### src/rtl/xcpf_pkg.sv
`default_nettype none
package xcpf_pkg;

	localparam int unsigned QUEUE_DEPTH = 4;

	localparam logic [7:0] START_BYTE_RST = 8'h77;
	localparam logic [7:0] END_BYTE_RST   = 8'h12;
	localparam logic [7:0] MAX_PAYLOAD    = 8'd251;
	localparam logic [7:0] OVERHEAD       = 8'd4;

	localparam logic [0:0] REG_START_BYTE = 1'b0;
	localparam logic [0:0] REG_END_BYTE   = 1'b1;

	localparam logic KIND_PAYLOAD = 1'b0;
	localparam logic KIND_EMPTY   = 1'b1;

	typedef struct packed {
		logic       has_head;
		logic [7:0] start;
		logic [7:0] len;
		logic       has_data;
		logic [7:0] data;
		logic       has_tail;
		logic [7:0] chk;
	} entry_t;

	typedef enum logic [4:0] {
		PH_START = 5'b00001,
		PH_LEN   = 5'b00010,
		PH_DATA  = 5'b00100,
		PH_CHK   = 5'b01000,
		PH_END   = 5'b10000
	} phase_t;

endpackage
`default_nettype wire

### src/rtl/xcpf_front.sv
`default_nettype none
module xcpf_front (
	input  wire logic                clk,
	input  wire logic                arst_n,
	input  wire logic                in_valid,
	output      logic                in_stall,
	input  wire logic                kind,
	input  wire logic [7:0]          data_byte,
	input  wire logic [7:0]          payload_count,
	input  wire logic [7:0]          start_byte,
	input  wire logic                q_full,
	output      logic                push,
	output      xcpf_pkg::entry_t    entry
);

	logic       in_frame_q;
	logic [7:0] bytes_left_q;
	logic [7:0] xor_q;
	logic       acc;
	logic       drop;
	logic       tail;
	logic [7:0] cnt;
	logic [7:0] left;
	logic [7:0] x;
	logic [7:0] len;

	assign in_stall = q_full;
	assign acc      = in_valid && !in_stall;
	assign drop     = (kind == xcpf_pkg::KIND_EMPTY) && in_frame_q;
	assign push     = acc && !drop;

	always_comb begin
		if (payload_count == 8'd0) begin
			cnt = 8'd1;
		end else if (payload_count > xcpf_pkg::MAX_PAYLOAD) begin
			cnt = xcpf_pkg::MAX_PAYLOAD;
		end else begin
			cnt = payload_count;
		end
		len = xcpf_pkg::OVERHEAD;
		x = xor_q;
		left = bytes_left_q;
		tail = 1'b1;
		if (kind == xcpf_pkg::KIND_EMPTY) begin
			x = start_byte ^ xcpf_pkg::OVERHEAD;
		end else if (!in_frame_q) begin
			len = cnt + xcpf_pkg::OVERHEAD;
			x = start_byte ^ len ^ data_byte;
			left = cnt - 8'd1;
			tail = (left == 8'd0);
		end else begin
			x = xor_q ^ data_byte;
			left = bytes_left_q - 8'd1;
			tail = (left == 8'd0);
		end
		entry.has_head = (kind == xcpf_pkg::KIND_EMPTY) || !in_frame_q;
		entry.start    = start_byte;
		entry.len      = len;
		entry.has_data = (kind == xcpf_pkg::KIND_PAYLOAD);
		entry.data     = data_byte;
		entry.has_tail = tail;
		entry.chk      = x;
	end

	always_ff @(posedge clk or negedge arst_n) begin
		if (!arst_n) begin
			in_frame_q   <= 1'b0;
			bytes_left_q <= 8'd0;
			xor_q        <= 8'd0;
		end else if (push) begin
			in_frame_q   <= !tail;
			bytes_left_q <= tail ? 8'd0 : left;
			xor_q        <= tail ? 8'd0 : x;
		end
	end

	a_tail_closes: assert property (@(posedge clk) disable iff (!arst_n)
		push && entry.has_tail |=> !in_frame_q && bytes_left_q == 8'd0)
		else $error("frame still open after tail");
	a_open_has_left: assert property (@(posedge clk) disable iff (!arst_n)
		in_frame_q |-> bytes_left_q != 8'd0)
		else $error("open frame with no bytes left");
	a_empty_in_frame_dropped: assert property (@(posedge clk) disable iff (!arst_n)
		acc && kind == xcpf_pkg::KIND_EMPTY && in_frame_q |-> !push)
		else $error("empty frame pushed mid-frame");

endmodule
`default_nettype wire

### src/rtl/xcpf_queue.sv
`default_nettype none
module xcpf_queue #(
	parameter int unsigned DEPTH = xcpf_pkg::QUEUE_DEPTH
) (
	input  wire logic             clk,
	input  wire logic             arst_n,
	input  wire logic             push,
	input  wire xcpf_pkg::entry_t wr_entry,
	input  wire logic             pop,
	output      xcpf_pkg::entry_t rd_entry,
	output      logic             full,
	output      logic             empty
);

	localparam int unsigned PW = (DEPTH > 1) ? $clog2(DEPTH) : 1;
	localparam int unsigned CW = $clog2(DEPTH + 1);
	localparam logic [PW-1:0] LAST_PTR = PW'(DEPTH - 1);
	localparam logic [CW-1:0] FULL_CNT = CW'(DEPTH);

	xcpf_pkg::entry_t entries_q [DEPTH];
	logic [PW-1:0] wr_ptr_q;
	logic [PW-1:0] rd_ptr_q;
	logic [CW-1:0] cnt_q;

	assign full     = (cnt_q == FULL_CNT);
	assign empty    = (cnt_q == '0);
	assign rd_entry = entries_q[rd_ptr_q];

	always_ff @(posedge clk) begin
		if (push) begin
			entries_q[wr_ptr_q] <= wr_entry;
		end
	end

	always_ff @(posedge clk or negedge arst_n) begin
		if (!arst_n) begin
			wr_ptr_q <= '0;
			rd_ptr_q <= '0;
			cnt_q    <= '0;
		end else begin
			if (push) begin
				wr_ptr_q <= (wr_ptr_q == LAST_PTR) ? '0 : wr_ptr_q + PW'(1);
			end
			if (pop) begin
				rd_ptr_q <= (rd_ptr_q == LAST_PTR) ? '0 : rd_ptr_q + PW'(1);
			end
			if (push && !pop) begin
				cnt_q <= cnt_q + CW'(1);
			end else if (pop && !push) begin
				cnt_q <= cnt_q - CW'(1);
			end
		end
	end

	a_no_overflow: assert property (@(posedge clk) disable iff (!arst_n)
		!(push && full))
		else $error("push into full queue");
	a_no_underflow: assert property (@(posedge clk) disable iff (!arst_n)
		!(pop && empty))
		else $error("pop from empty queue");
	a_cnt_bound: assert property (@(posedge clk) disable iff (!arst_n)
		cnt_q <= FULL_CNT)
		else $error("queue count out of range");

endmodule
`default_nettype wire

### src/rtl/xcpf_back.sv
`default_nettype none
module xcpf_back (
	input  wire logic             clk,
	input  wire logic             arst_n,
	input  wire xcpf_pkg::entry_t entry,
	input  wire logic             q_empty,
	output      logic             pop,
	input  wire logic [7:0]       end_byte,
	output      logic             out_valid,
	input  wire logic             out_stall,
	output      logic [7:0]       out_byte,
	output      logic             frame_end,
	output      logic             run_last
);

	xcpf_pkg::phase_t phase_q;
	xcpf_pkg::phase_t first_ph;
	xcpf_pkg::phase_t cur_ph;
	xcpf_pkg::phase_t nxt_ph;
	logic       busy_q;
	logic       out_valid_q;
	logic [7:0] out_byte_q;
	logic       frame_end_q;
	logic       run_last_q;
	logic       load;
	logic [7:0] beat_byte;
	logic       beat_end;
	logic       beat_last;

	assign load = !q_empty && (!out_valid_q || !out_stall);
	assign pop  = load && beat_last;

	always_comb begin
		if (entry.has_head) begin
			first_ph = xcpf_pkg::PH_START;
		end else if (entry.has_data) begin
			first_ph = xcpf_pkg::PH_DATA;
		end else begin
			first_ph = xcpf_pkg::PH_CHK;
		end
		cur_ph = busy_q ? phase_q : first_ph;
		beat_byte = 8'd0;
		beat_end  = 1'b0;
		beat_last = 1'b0;
		nxt_ph    = xcpf_pkg::PH_START;
		unique case (cur_ph)
			xcpf_pkg::PH_START: begin
				beat_byte = entry.start;
				nxt_ph    = xcpf_pkg::PH_LEN;
			end
			xcpf_pkg::PH_LEN: begin
				beat_byte = entry.len;
				nxt_ph    = entry.has_data ? xcpf_pkg::PH_DATA : xcpf_pkg::PH_CHK;
			end
			xcpf_pkg::PH_DATA: begin
				beat_byte = entry.data;
				beat_last = !entry.has_tail;
				nxt_ph    = xcpf_pkg::PH_CHK;
			end
			xcpf_pkg::PH_CHK: begin
				beat_byte = entry.chk;
				nxt_ph    = xcpf_pkg::PH_END;
			end
			xcpf_pkg::PH_END: begin
				beat_byte = end_byte;
				beat_end  = 1'b1;
				beat_last = 1'b1;
			end
			default: begin
				beat_byte = 8'd0;
			end
		endcase
	end

	always_ff @(posedge clk) begin
		if (load) begin
			out_byte_q  <= beat_byte;
			frame_end_q <= beat_end;
			run_last_q  <= beat_last;
		end
	end

	always_ff @(posedge clk or negedge arst_n) begin
		if (!arst_n) begin
			out_valid_q <= 1'b0;
			busy_q      <= 1'b0;
			phase_q     <= xcpf_pkg::PH_START;
		end else begin
			if (load) begin
				out_valid_q <= 1'b1;
				busy_q      <= !beat_last;
				phase_q     <= nxt_ph;
			end else if (!out_stall) begin
				out_valid_q <= 1'b0;
			end
		end
	end

	assign out_valid = out_valid_q;
	assign out_byte  = out_byte_q;
	assign frame_end = frame_end_q;
	assign run_last  = run_last_q;

	a_end_is_last: assert property (@(posedge clk) disable iff (!arst_n)
		out_valid_q && frame_end_q |-> run_last_q)
		else $error("end byte not marked as last beat");
	a_busy_not_empty: assert property (@(posedge clk) disable iff (!arst_n)
		busy_q |-> !q_empty)
		else $error("mid-entry with empty queue");
	a_phase_onehot: assert property (@(posedge clk) disable iff (!arst_n)
		$onehot(phase_q))
		else $error("phase not one-hot");
	a_pop_after_end: assert property (@(posedge clk) disable iff (!arst_n)
		load && cur_ph == xcpf_pkg::PH_END |-> pop)
		else $error("end beat without pop");

endmodule
`default_nettype wire

### src/rtl/xor_checksum_packet_framer_top.sv
// Frames payload bytes as start, length (payload count plus 4), payload, XOR checksum
// and end byte. Each accepted beat that is not dropped is written into a queue of
// QUEUE_DEPTH entries. The serializer sends one byte a cycle unless the queue is empty
// or the output stalls: a mid-frame payload beat sends its data, an opening beat start,
// length and data (plus checksum and end if it is the only payload byte), a closing
// beat data, checksum and end, and an empty frame start, length, checksum and end. The
// input stalls only when the queue is full. An empty-frame beat mid-frame is dropped.
`default_nettype none
module xor_checksum_packet_framer_top #(
	parameter int unsigned QUEUE_DEPTH = xcpf_pkg::QUEUE_DEPTH
) (
	input  wire logic       clk,
	input  wire logic       arst_n,
	input  wire logic       in_valid,
	output      logic       in_stall,
	input  wire logic       kind,
	input  wire logic [7:0] data_byte,
	input  wire logic [7:0] payload_count,
	output      logic       out_valid,
	input  wire logic       out_stall,
	output      logic [7:0] out_byte,
	output      logic       frame_end,
	output      logic       run_last,
	input  wire logic       cfg_we,
	input  wire logic [0:0] cfg_index,
	input  wire logic [7:0] cfg_data
);

	logic [7:0]       start_byte_q;
	logic [7:0]       end_byte_q;
	logic             push;
	logic             pop;
	logic             q_full;
	logic             q_empty;
	xcpf_pkg::entry_t wr_entry;
	xcpf_pkg::entry_t rd_entry;

	always_ff @(posedge clk or negedge arst_n) begin
		if (!arst_n) begin
			start_byte_q <= xcpf_pkg::START_BYTE_RST;
			end_byte_q   <= xcpf_pkg::END_BYTE_RST;
		end else if (cfg_we) begin
			unique case (cfg_index)
				xcpf_pkg::REG_START_BYTE: start_byte_q <= cfg_data;
				xcpf_pkg::REG_END_BYTE:   end_byte_q   <= cfg_data;
				default: ;
			endcase
		end
	end

	xcpf_front u_front (
		.clk           (clk),
		.arst_n        (arst_n),
		.in_valid      (in_valid),
		.in_stall      (in_stall),
		.kind          (kind),
		.data_byte     (data_byte),
		.payload_count (payload_count),
		.start_byte    (start_byte_q),
		.q_full        (q_full),
		.push          (push),
		.entry         (wr_entry)
	);

	xcpf_queue #(
		.DEPTH (QUEUE_DEPTH)
	) u_queue (
		.clk      (clk),
		.arst_n   (arst_n),
		.push     (push),
		.wr_entry (wr_entry),
		.pop      (pop),
		.rd_entry (rd_entry),
		.full     (q_full),
		.empty    (q_empty)
	);

	xcpf_back u_back (
		.clk       (clk),
		.arst_n    (arst_n),
		.entry     (rd_entry),
		.q_empty   (q_empty),
		.pop       (pop),
		.end_byte  (end_byte_q),
		.out_valid (out_valid),
		.out_stall (out_stall),
		.out_byte  (out_byte),
		.frame_end (frame_end),
		.run_last  (run_last)
	);

endmodule
`default_nettype wire
### config.mk
export PLATFORM = sky130hd
export DESIGN_NAME = xor_checksum_packet_framer_top
export DESIGN_NICKNAME = d
export VERILOG_FILES = /design/src/rtl/xcpf_pkg.sv /design/src/rtl/xcpf_front.sv /design/src/rtl/xcpf_queue.sv /design/src/rtl/xcpf_back.sv /design/src/rtl/xor_checksum_packet_framer_top.sv
export SDC_FILE = /design/constraint.sdc
export NUM_CORES = 1
export LEC_CHECK = 0
export ABC_AREA = 1
export CAP_MARGIN = 5
export CORE_MARGIN = 2
export CORE_UTILIZATION = 54
export DETAILED_ROUTE_END_ITERATION = 6
export DONT_BUFFER_PORTS = 1
export GPL_ROUTABILITY_DRIVEN = 0
export PLACE_DENSITY = 0.69
export SLEW_MARGIN = 20
export SYNTH_ARGS = -nofsm -noshare
export SYNTH_HDL_FRONTEND = slang
export SYNTH_SLANG_ARGS = --single-unit
### constraint.sdc
create_clock -name clk -period 6.2 [get_ports clk]
set_input_delay 1.24 -clock clk [delete_from_list [all_inputs] [get_ports clk]]
set_output_delay 1.24 -clock clk [all_outputs]
set_load 0.02 [all_outputs]
# Yosys cells after proc, flatten, opt, wreduce, memory -nomap -nowiden
# Memory sizes are Yosys's and may differ from the RTL's.
# Index checks and enable logic that the tools add are counted.
# totals
register_bits	57
ram_bits	140
input_bits	31
out_inout_bits	12
elab_cells	94
memories	1
# op_classes
add_sub_neg	7
magnitude_cmp	1
eq_ne	10
n_mux	27
n_bitwise	6
reduce_logical	28
# mem_list
memory	words	word_bits	rd	rd_ports_with_merged_regs	write_ports	line	rtl
u_queue.entries_q	4	35	1	0	1	xcpf_queue.sv:20	xcpf_pkg::entry_t entries_q [DEPTH];
# op_table
cell	count
8-bit 2-to-1 mux	10
8-bit one-hot mux with 5 select lines	1
8-bit zero test	3
8-bit bitwise XOR	3
5-bit one-hot mux with 4 select lines	1
8-bit by 1-bit subtractor with 8-bit output, second input constant	2
1-bit zero test	11
5-bit 2-to-1 mux	2
8-bit by 3-bit adder with 8-bit output, second input constant	1
8-bit greater-than comparator, second input constant	1
1-bit logical AND	7
1-bit 2-to-1 mux	7
3-bit 2-to-1 mux	2
2-bit AND reduction	3
5-bit by 1-bit == test with 1-bit output, second input constant	1
5-bit by 2-bit == test with 1-bit output, second input constant	1
5-bit by 3-bit == test with 1-bit output, second input constant	1
5-bit by 4-bit == test with 1-bit output, second input constant	1
5-bit == test, second input constant	1
2-bit by 1-bit adder with 2-bit output, second input constant	2
2-bit == test, second input constant	2
2-bit 2-to-1 mux	2
4-bit 2-to-1 mux	1
2-bit by 1-bit inequality test with 1-bit output, second input constant	2
8 further kinds	11

# Depth between registers and ports, before layout
# An unclocked memory read counts as a cell.
# depth
depth_word	10
mapped_depth	18
depth_no_buf	18

# Hierarchy
# A second synthesis with hierarchy kept.
# hier_totals
cells_unflattened	1030
hier_area_um2	10033.4
# modules_own_cells
mod	instances	cells_per_inst	area_per_inst_um2	seq_area_each_um2
xcpf_queue	1	460	6068.3	4379.2
xcpf_front	1	324	2003.2	425.4
xcpf_back	1	176	1288.7	476.7
xor_checksum_packet_framer_top	1	70	673.1	410.4

# Worst setup path after synthesis
# Ideal clock, no wire load.
# synth_timing
path_kind	input to register
start	in kind
end	mem u_queue.entries_q[0][0] (netlist bit), enable pin
setup_time_ps	427
arrival_ps	3237
t_required_ps	5773
path_slack_ps	2536
cell_stages	5
path_buffers	0
cell_sequence	inv_1 -> o21ai_1 -> nor2_1 -> inv_2 -> nor2_1
# synth_via
elab_chain_cells	5
# synth_lines
item	line	rtl
from (decl)	xor_checksum_packet_framer_top.sv:16	input wire logic kind,
1-bit logical AND	xcpf_front.sv:29	assign drop = (kind == xcpf_pkg::KIND_EMPTY) && in_frame_q;
1-bit zero test	xcpf_front.sv:30	assign push = acc && !drop;
1-bit logical AND	xcpf_front.sv:30	
1-bit 2-to-1 mux	xcpf_queue.sv:30	if (push) begin
1-bit 2-to-1 mux (implied by the code)	xcpf_queue.sv:31	entries_q[wr_ptr_q] <= wr_entry;
to (decl)	xcpf_queue.sv:20	
# Every way passes these cells.

# Worst setup path in the final report
# layout_timing
start	reg u_queue.rd_ptr_q[1]
end	reg u_queue.cnt_q[1]
# layout_via
elab_chain_cells	10
elab_cells_between_ends	14
classes_between	eq/ne (2); mux (5); reduce/logical (6); memory (1)
# layout_lines
item	line	rtl
from (decl)	xcpf_queue.sv:22	logic [PW-1:0] rd_ptr_q;
from (signal assigned)	xcpf_queue.sv:45	rd_ptr_q <= (rd_ptr_q == LAST_PTR) ? '0 : rd_ptr_q + PW'(1);
memory 4 x 35 bit *	n/a	
4-bit 2-to-1 mux	xcpf_back.sv:36	end else if (entry.has_data) begin
5-bit 2-to-1 mux	xcpf_back.sv:34	if (entry.has_head) begin
5-bit 2-to-1 mux	xcpf_back.sv:41	cur_ph = busy_q ? phase_q : first_ph;
5-bit == test or 5-bit by 3-bit == test with 1-bit output (tied branches)	xcpf_back.sv:46	unique case (cur_ph)
1-bit one-hot mux with 2 select lines *	xcpf_back.sv:46	
via u_back.beat_last	xcpf_back.sv:28	logic beat_last;
1-bit logical AND *	xcpf_back.sv:31	assign pop = load && beat_last;
1-bit zero test	xcpf_queue.sv:47	if (push && !pop) begin
1-bit logical AND	xcpf_queue.sv:47	
3-bit 2-to-1 mux or 2-bit nonzero test (tied branches)	n/a	
to (signal assigned)	xcpf_queue.sv:48	cnt_q <= cnt_q + CW'(1);
to (signal assigned)	xcpf_queue.sv:50	cnt_q <= cnt_q - CW'(1);
to (decl)	xcpf_queue.sv:23	logic [CW-1:0] cnt_q;
# The timed path passes the listed nets; every way through them passes the cells marked *.
# A chain may end at the register's enable or synchronous reset.

==> results.toml <==
[synth]
ys_warn_count = 0
synth_top_family_by_area = "simple AND/OR/NAND/NOR gates"
syn_inst = 905
synth_seq_area_share = 0.624
yosys.area_share.simple = 0.193
synth_compound_gate_area_share = 0.103
ys_ff_latch = 197
synth_fa_ha_area_frac = 0.0187
synth-xor-area-share = 0.00672
ys_types = 45
syn_nets = 949
synth_area_mm2 = 0.00912
postSynthAreaPerCell_um2 = 10.1
synthMuxAreaShare = 0.00233

[clock_tree]
cts_buffer_depth = 2
cts-buffers-inserted = 17
postCtsSetupRepairBufs = 0
cts_resized = 0
clk_latency_ps = 440
cts.sinks = 197
cts_hold_buf = 0
clkTransAtPathRegs_ps = 70
htreeDepth = 4
cts_tree = "done"
root_buffer = "clkbuf_16"

[job]
cap_violations = 0

[hold_path]
hp-class = "reg2reg"

[sta]
setup_ws_ps = 2660
rsz0062_at_grt = "false"
finalCriticalPeriod_ps = 3540
hold_violations = 0
drv_slew = 0
setup_viol = 0
tns_ps = 0
clock_skew_ps = 12.2
worst_pin_slew_ps = 765
period_share = 0.572
slew_headroom = 0.490
fmax_mhz = 282

[floorplan]
placementRows = 47
core_area_mm2 = 0.0165
fp.dieW_um = 134
ioPinCount = 43
start_util = 0.552
fp.dieH_um = 134
die_area_mm2 = 0.0179

[detailed_routing]
drt_pre_antenna_iters = 7
routed_wl_mm = 21.1
via_per_inst = 5.67
vias = 6408
wl_per_cell_um = 18.6
dr.first_iter.drc_count = 507
drc = 0
ant_nets = 0

[cells_and_area]
drive_above_1_share = 0.110
nets = 941
fillers = 1345
design_area_mm2 = 0.00989
antennaDiodeCount = 0
areaGrowthSynthToFinish_pct = 8.44
final_util = 0.598

[pwr]
powerDensity_mw_per_mm2 = 449
ir_drop_mv = 0.288
power_mw = 4.44
p_leak_nw = 4.05

[global_routing]
grt_pass1_wl_mm = 32.7
grt_start_max_net_pins = 74
grt_pass1_vias = 6083
grt_use_total = 0.245
grt.overflow.total = 0
antenna_found_initial = 0

[placed_design]
dp_hpwl_mm = 13.4
place_area_mm2 = 0.00933
io_buffer_count = 0
dpl_worst_slack_ps = 2550

[worst_setup_path]
rr_endpoint = "u_queue.cnt_q[1]$_DFFE_PN0P_"
crit_start = "u_queue.rd_ptr_q[1]$_DFFE_PN0P_"
crit_arrival_ps = 3870
end_kind = "flip-flop"
reg2reg_from = "u_queue.rd_ptr_q[1]$_DFFE_PN0P_"
worstSetupEndpoint = "u_queue.cnt_q[1]$_DFFE_PN0P_"
reg2reg_setup_slack_ps = 2660
rr_worst_depth = 16
crit_path_start_kind = "flip-flop"
cp.required_ps = 6520
crit_type = "reg2reg"
cp_max_fo = 39

[status]
status = "finished, final reports clean"
-- layer usage --
layer,share of wire,vias up,track usage
li1,-,3066,-
met1,0.42,3063,0.321
met2,0.47,230,0.389
met3,0.074,49,0.0586
met4,0.038,0,0.113
met5,0,-,0
-- worst max-delay path: stages, from the launching register on --
cell and delay (ps):
dfrtp_1 360, buf_4 270, inv_1 350, buf_4 370, nand3_1 110, nand2_1 90
nand2_2 80, o21ai_2 90, nand2_2 100, inv_1 170, nand3_2 180, nand2_2 170
nand2_2 90, ha_1 200, inv_1 100, fa_1 420, mux2_2 270
-- final cells by class --
class | instances | area, µm² | area share
repair buffers | 9 | 67.6 | 0.00683
well taps | 220 | 275 | 0.0278
inverters | 81 | 307 | 0.0310
multi-input cells | 591 | 2980 | 0.302
clock buffers | 19 | 454 | 0.0459
flip-flops and latches | 197 | 5690 | 0.576
clock inverters | 13 | 109 | 0.0110
-- stage by stage --
step           std cells  hold WS (ps)
6_report            1130           481
5_1_grt             1130           470
4_1_cts             1130           481
3_5_place_dp        1098           470
3_3_place_gp        1098           464
2_1_floorplan        905           449
-- power breakdown --
group          leakage, nW  switching (mW)  internal [mW]  total (mW)
clock network        0.283           0.503          0.551        1.05
logic                 1.81           0.998          0.405        1.40
registers             1.96           0.183           1.80        1.98
total                 4.05            1.68           2.76        4.44
-- worst min path at each step --
stage / start / to / slack, ps / cells after the start
final: u_back.phase_q[0]$_DFFE_PN1P_ / u_back.phase_q[0]$_DFFE_PN1P_ / 480 / 2
after global routing: arst_n / u_front.xor_q[5]$_DFFE_PN0P_ / 470 / 0
after global placement: u_front.xor_q[2]$_DFFE_PN0P_ / u_front.xor_q[2]$_DFFE_PN0P_ / 460 / 2
after floorplan: u_back.phase_q[1]$_DFFE_PN0P_ / u_back.phase_q[1]$_DFFE_PN0P_ / 450 / 2
after CTS: arst_n / u_front.bytes_left_q[6]$_DFFE_PN0P_ / 480 / 0
after detailed placement: u_back.phase_q[0]$_DFFE_PN1P_ / u_back.phase_q[0]$_DFFE_PN1P_ / 470 / 2
-- kinds of logic after synthesis --
kind of cell	count (synthesis)
AOI/OAI and AO/OA	158
DFF	197
buffers and inverters	117
muxes	2
xor gates and xnor gates	7
adders and majority gates	13
and+or+nand+nor	411
-- cell usage in the layout, fill, tap and decap left out, types with 5 or more instances in the layout --
master	n
buf_4	9
o22ai_1	32
xor2_1	5
nand2_2	9
ha_1	12
dfstp_2	9
inv_6	6
dfrtp_1	37
a21oi_1	6
o21ai_0	95
o21bai_2	9
nand3_1	42
clkbuf_16	18
nand4_1	19
nand2_1	209
edfxtp_1	150
inv_1	72
nor2_4	7
inv_2	7
nor2_1	109
-- registers in the layout, summed over array words and instances (netlist names) --
signal and count:
u_back.out_byte 8, start_byte_q 8, u_back.frame_end 1, u_queue.cnt_q 3, u_back.phase_q 5, end_byte_q 8
u_queue.entries_q 140, u_back.run_last 1, u_queue.wr_ptr_q 2, u_front.in_frame_q 1, u_back.out_valid 1, u_back.busy_q 1
u_front.bytes_left_q 8, u_queue.rd_ptr_q 2, u_front.xor_q 8
-- cell usage after synthesis (all sizes together) --
cell type	count	area, µm²
clkbuf	20	75.1
o21bai	11	116
nand3	46	258
o22ai	32	200
nand4	19	119
dfrtp	38	951
edfxtp	150	4500
nand2	219	852
a21oi	8	47.6
fa	1	20.0
mux2i	1	10.0
nor2	118	468
nand3b	5	41.3
mux2	1	11.3
o21ai	101	521
ha	12	150
and2	2	12.5
nor3	1	5.00
o31ai	2	20.0
o21a	3	22.5
buf	16	95.1
inv	80	303
or2	1	6.26
xor2	5	43.8
a32o	1	10.0
clkinv	1	3.75
xnor2	2	17.5
dfstp	9	236
(Power assumes the default switching activity.)
